`src/hw/rtl/cdrb_pkg.sv`:
```
// ----------------------------------------------------------------------------
// cdrb_pkg
// Types and fixed constants of the replicated-border convolution core.
// ----------------------------------------------------------------------------
package cdrb_pkg;

  localparam int KMAX         = 5;
  localparam int COL_BITS     = 12;
  localparam int DIM_BITS     = 13;
  localparam int SLOT_BITS    = 3;
  localparam int DIFF_BITS    = 16;
  localparam int FIELD_STRIDE = 12;
  localparam int FRAC_BITS    = 8;
  localparam int PIXEL_MAX    = 255;
  localparam int HEIGHT_LIMIT = 4096;
  localparam int KREG_BITS    = 60;
  localparam int PROD_BITS    = 20;
  localparam int ROW_BITS     = 23;
  localparam int ACC_BITS     = 26;

  typedef enum logic [2:0] {
    CFG_IMAGE_WIDTH  = 3'd0,
    CFG_IMAGE_HEIGHT = 3'd1,
    CFG_KERNEL_A     = 3'd2,
    CFG_KERNEL_B     = 3'd3,
    CFG_KERNEL_C     = 3'd4,
    CFG_KERNEL_D     = 3'd5,
    CFG_KERNEL_E     = 3'd6
  } cfg_reg_e;

  typedef struct packed {
    logic [7:0] pixel_in;
    logic       drain;
  } in_item_t;

  typedef struct packed {
    logic [7:0] pixel_out;
    logic       frame_last;
  } out_item_t;

  typedef struct packed {
    logic                                 wr_en;
    logic [SLOT_BITS-1:0]                 wr_slot;
    logic [COL_BITS-1:0]                  wr_col;
    logic [7:0]                           wr_pix;
    logic                                 emit;
    logic                                 last;
    logic [KMAX-1:0][COL_BITS-1:0]        rd_col;
    logic [KMAX-1:0][SLOT_BITS-1:0]       rd_slot;
  } q_entry_t;

endpackage

```
`src/hw/rtl/cdrb_queue.sv`:
```
// ----------------------------------------------------------------------------
// cdrb_queue
// Four-entry queue of classified items between front and back.
// ----------------------------------------------------------------------------
module cdrb_queue (
  input  logic                clk,
  input  logic                rst_n,
  input  logic                push,
  input  cdrb_pkg::q_entry_t  push_entry,
  output logic                full,
  input  logic                pop,
  output cdrb_pkg::q_entry_t  head,
  output logic                empty
);

  localparam int DEPTH = 4;
  localparam int AB    = $clog2(DEPTH);

  cdrb_pkg::q_entry_t store_r [DEPTH];
  logic [AB-1:0]      wp_r, wp_nxt, rp_r, rp_nxt;
  logic [AB:0]        cnt_r, cnt_nxt;

  assign full  = (cnt_r == (AB + 1)'(DEPTH));
  assign empty = (cnt_r == '0);
  assign head  = store_r[rp_r];

  always_comb begin
    wp_nxt  = push ? wp_r + AB'(1) : wp_r;
    rp_nxt  = pop ? rp_r + AB'(1) : rp_r;
    cnt_nxt = cnt_r + (AB + 1)'(push) - (AB + 1)'(pop);
  end

  always_ff @(posedge clk) begin
    if (!rst_n) begin
      wp_r  <= '0;
      rp_r  <= '0;
      cnt_r <= '0;
    end else begin
      wp_r  <= wp_nxt;
      rp_r  <= rp_nxt;
      cnt_r <= cnt_nxt;
    end
  end

  always_ff @(posedge clk) begin
    if (push) begin
      store_r[wp_r] <= push_entry;
    end
  end

endmodule

```
`config.mk`:
```
export PLATFORM = sky130hd
export DESIGN_NAME = cdrb_queue
export DESIGN_NICKNAME = d
export VERILOG_FILES = /design/src/hw/rtl/cdrb_pkg.sv /design/src/hw/rtl/cdrb_queue.sv
export SDC_FILE = /design/constraint.sdc
export NUM_CORES = 1
export LEC_CHECK = 0
export BUFFER_PORTS_ARGS = -buffer_cell sky130_fd_sc_hd__clkbuf_2
export CORE_MARGIN = 2
export CORE_UTILIZATION = 46
export CTS_CLUSTER_DIAMETER = 60
export CTS_CLUSTER_SIZE = 20
export DETAILED_ROUTE_END_ITERATION = 6
export GPL_ROUTABILITY_DRIVEN = 0
export GPL_TIMING_DRIVEN = 0
export PLACE_DENSITY = 0.66
export SLEW_MARGIN = 20
export SYNTH_ARGS = -nofsm -noshare
export SYNTH_HDL_FRONTEND = slang
export SYNTH_SLANG_ARGS = --single-unit
```
`constraint.sdc`:
```
create_clock -name clk -period 6.9 [get_ports clk]
set_input_delay 0 -clock clk [delete_from_list [all_inputs] [get_ports clk]]
set_output_delay 0 -clock clk [all_outputs]
set_load 0.02 [all_outputs]
```
==> flow_summary_export.csv <==
group,metric,value,unit
outcome,outcome,"completed",
hold_path,hold_depth,2,
global_route,grtUsageTotal,16.4,%
synth,synth_commonest_cells,"edfxtp_1 (404), mux4_2 (101), buf_2 (10), buf_6 (10), dfxtp_1 (9)",
clock_network,cts_buffer_depth,3,
synth,synth_top_area_cell,"edfxtp_1",
worst_setup_path,start_kind,"register",
die,design.core.area,32400,sq um
synth,synth_area_leaders,"edfxtp_1 (81%), mux4_2 (15%), dfxtp_1 (1.2%), buf_6 (0.75%), ha_1 (0.50%)",
synth,synth_top_flop_cell,"edfxtp_1",
synth,syn_nets,682,
timing,worst_pin_slew,832,ps
drt,vias,7028,
timing,max_slew_margin,44.5,%
global_route,antenna_found_initial,1,
clock_network,clk_pin_slew,80,ps
drt,antenna_left,0,
drt,drt-wirelength-per-cell,20.1,microns
cells_and_area,drive_above_1_share,41.0,%
pwr,p_sw_share,23.5,%
timing,fin_tns_setup,0,ps
pwr,p_leak,6.45,nW
timing,fmax,0.399,GHz
timing,min_period,2510,ps
die,initial_core_util,46.4,%
synth,yosysMostFrequentCell,"edfxtp_1",
global_route,grt_pass1_wl,42.4,mm
pwr,p_seq_share,54.8,%
place,dp_hpwl,16.5,mm
worst_setup_path,cp-end-kind,"output pin",
place,placed_area,16800,sq um
clock_network,cts_tree,"built",
synth,synth_warnings,0,
timing,fin_crit_sh,36.3,%
die,io_pins,208,
cells_and_area,fin_area,18800,sq um
drt,wirelength,27.8,mm
synth,synth.cell_area,15000,sq um
synth,ys_ff_latch,413,
synth,yosysUniqueCellTypes,19,
cells_and_area,final_net_count,1032,
clock_network,clk_latency,570,ps
die,rows,66,
cells_and_area,final_util,58.2,%
timing,final_max_slew_viol_count,0,
drt,drtIter0Drc,441,
pwr,ir_drop,0.253,mV
drt,via_per_inst,5.08,
pwr,p_comb_share,12.6,%
synth,seq_area_frac_synth,82.0,%
pwr,power_density,281,nW/um^2
clock_network,cts_buffers,29,
place,io_buffers,207,
synth,syn_avg_cell_area,26.3,sq um
pwr,power.share.clock,32.6,%
synth,async_reset_ff_share,0,%
global_route,grt-ovfl-total,0,
worst_setup_path,crit_type,"reg -> out",
drt,first_pass_iters,4,
synth,syn_inst,570,
die,die_h,185,microns
clock_network,h-tree-depth,1,
clock_network,cts_root_buffer,"clkbuf_16",
synth,netlist.area_leader.share,80.8,%
global_route,first_global_vias,7514,
timing,fin_hold_ws,185,ps
clock_network,post-cts-setup-buffers,0,
run,maxCapViolCount,0,
drt,drc,0,
timing,rsz0062_at_grt,"false",
timing,final_hold_viol_count,0,
worst_setup_path,required,6900,ps
global_route,grt_start_max_net_pins,47,
cells_and_area,area_growth,25.3,%
worst_setup_path,arrival,2510,ps
hold_path,worstHoldPathType,"in -> reg",
synth,synth_edf_count,404,
die,dieArea,34100,sq um
pwr,switchingPower,0.00125,W
clock_network,numClockSinks,413,
die,dieWidth,185,microns
worst_setup_path,r2r_cells,4,
worst_setup_path,crit_fanout,10,
timing,finalSetupViolCount,0,
pwr,p_int,0.00405,W
timing,clock_skew,28.2,ps
pwr,fin_total_pwr,0.00530,W
[area by class of cell]
type / instances / area (sq um)
antenna: 1 / 2.50
tap: 442 / 553
sequential: 413 / 12300
clock inverter: 16 / 193
fill: 2379 / 13500
inverter: 7 / 26.3
buffer: 22 / 170
multi-input combinational: 128 / 2520
timing repair buffer: 319 / 2300
clock buffer: 36 / 752
[power groups by stage]
stage          clock network (W)  logic (W)  registers, W
6_report                 0.00173   0.000665       0.00290
3_3_place_gp                   0   0.000604       0.00298
4_1_cts                  0.00178   0.000682       0.00291
3_5_place_dp                   0   0.000632       0.00296
2_1_floorplan                  0   0.000392       0.00297
5_1_grt                  0.00186   0.000716       0.00292
[cell usage in the layout, fill, tap and decap left out, types with 2 or more instances in the layout]
cell type and instances:
nor2_1 5, xnor2_1 2, buf_16 8, dfxtp_1 9, ha_1 6, clkinv_4 4, and2_4 4, clkbuf_16 29
inv_6 4, clkbuf_2 207, inv_1 7, mux4_2 101, dlygate4sd3_1 104, clkbuf_1 9, edfxtp_1 404, bufinv_16 2
buf_2 10, and2_1 2, buf_6 10, clkinv_2 3
[critical path, stage by stage, from the launching register on]
cell,delay (ps)
dfxtp_1,330
clkbuf_1,630
buf_2,410
mux4_2,380
clkbuf_2,180
[state kept, by name, summed over array words and instances, names as in the netlist, named ones only]
signal and cells:
store_r 404, cnt_r 3, rp_r 2, wp_r 2
[worst paths after layout]
| path | endpoint | slack, ps | start |
|---|---|---|---|
| setup / recovery | head[70] | 4390 | register |
| hold / removal | store_r[3][60] | 190 | push_entry[60] |
| setup reg to reg | store_r[2][97] | 5240 | wp_r[0] |
| hold reg to reg | register | 560 | rp_r[0] |
[repair_timing]
| action | 4_1_cts | 5_1_grt |
|---|---|---|
| hold endpoints to repair | 413 | 0 |
| hold buffers | 104 | 0 |
| resized for setup | 0 | 0 |
[kinds of logic (layout without fill, tap and decap cells)]
logic type | after synthesis | after routing | synth area share, %
xor gates and xnor gates | 3 | 3 | 0.275
DFF | 413 | 413 | 82.0
muxes | 102 | 102 | 15.2
buffers and inverters | 29 | 400 | 1.31
and+or+nand+nor | 14 | 14 | 0.500
other | 0 | 1 | 0
adders and majority gates | 7 | 7 | 0.633
AOI/OAI and AO/OA | 2 | 2 | 0.0999
[stage by stage]
step	cells	setup slack [ps]
floorplan	570	3550
global placement	1219	1600
detailed placement	1227	4940
CTS	1383	4310
global route	1384	4230
finish	1384	4390
[routing by layer]
metal / global-route usage [%] / vias up / routed length (microns)
li1: - / 3169 / -
met4: 4.13 / 0 / 505
met1: 22.1 / 3632 / 11900
met2: 27.6 / 196 / 13800
met3: 3.26 / 31 / 1540
met5: 0 / - / 0
(Power assumes the default switching activity.)
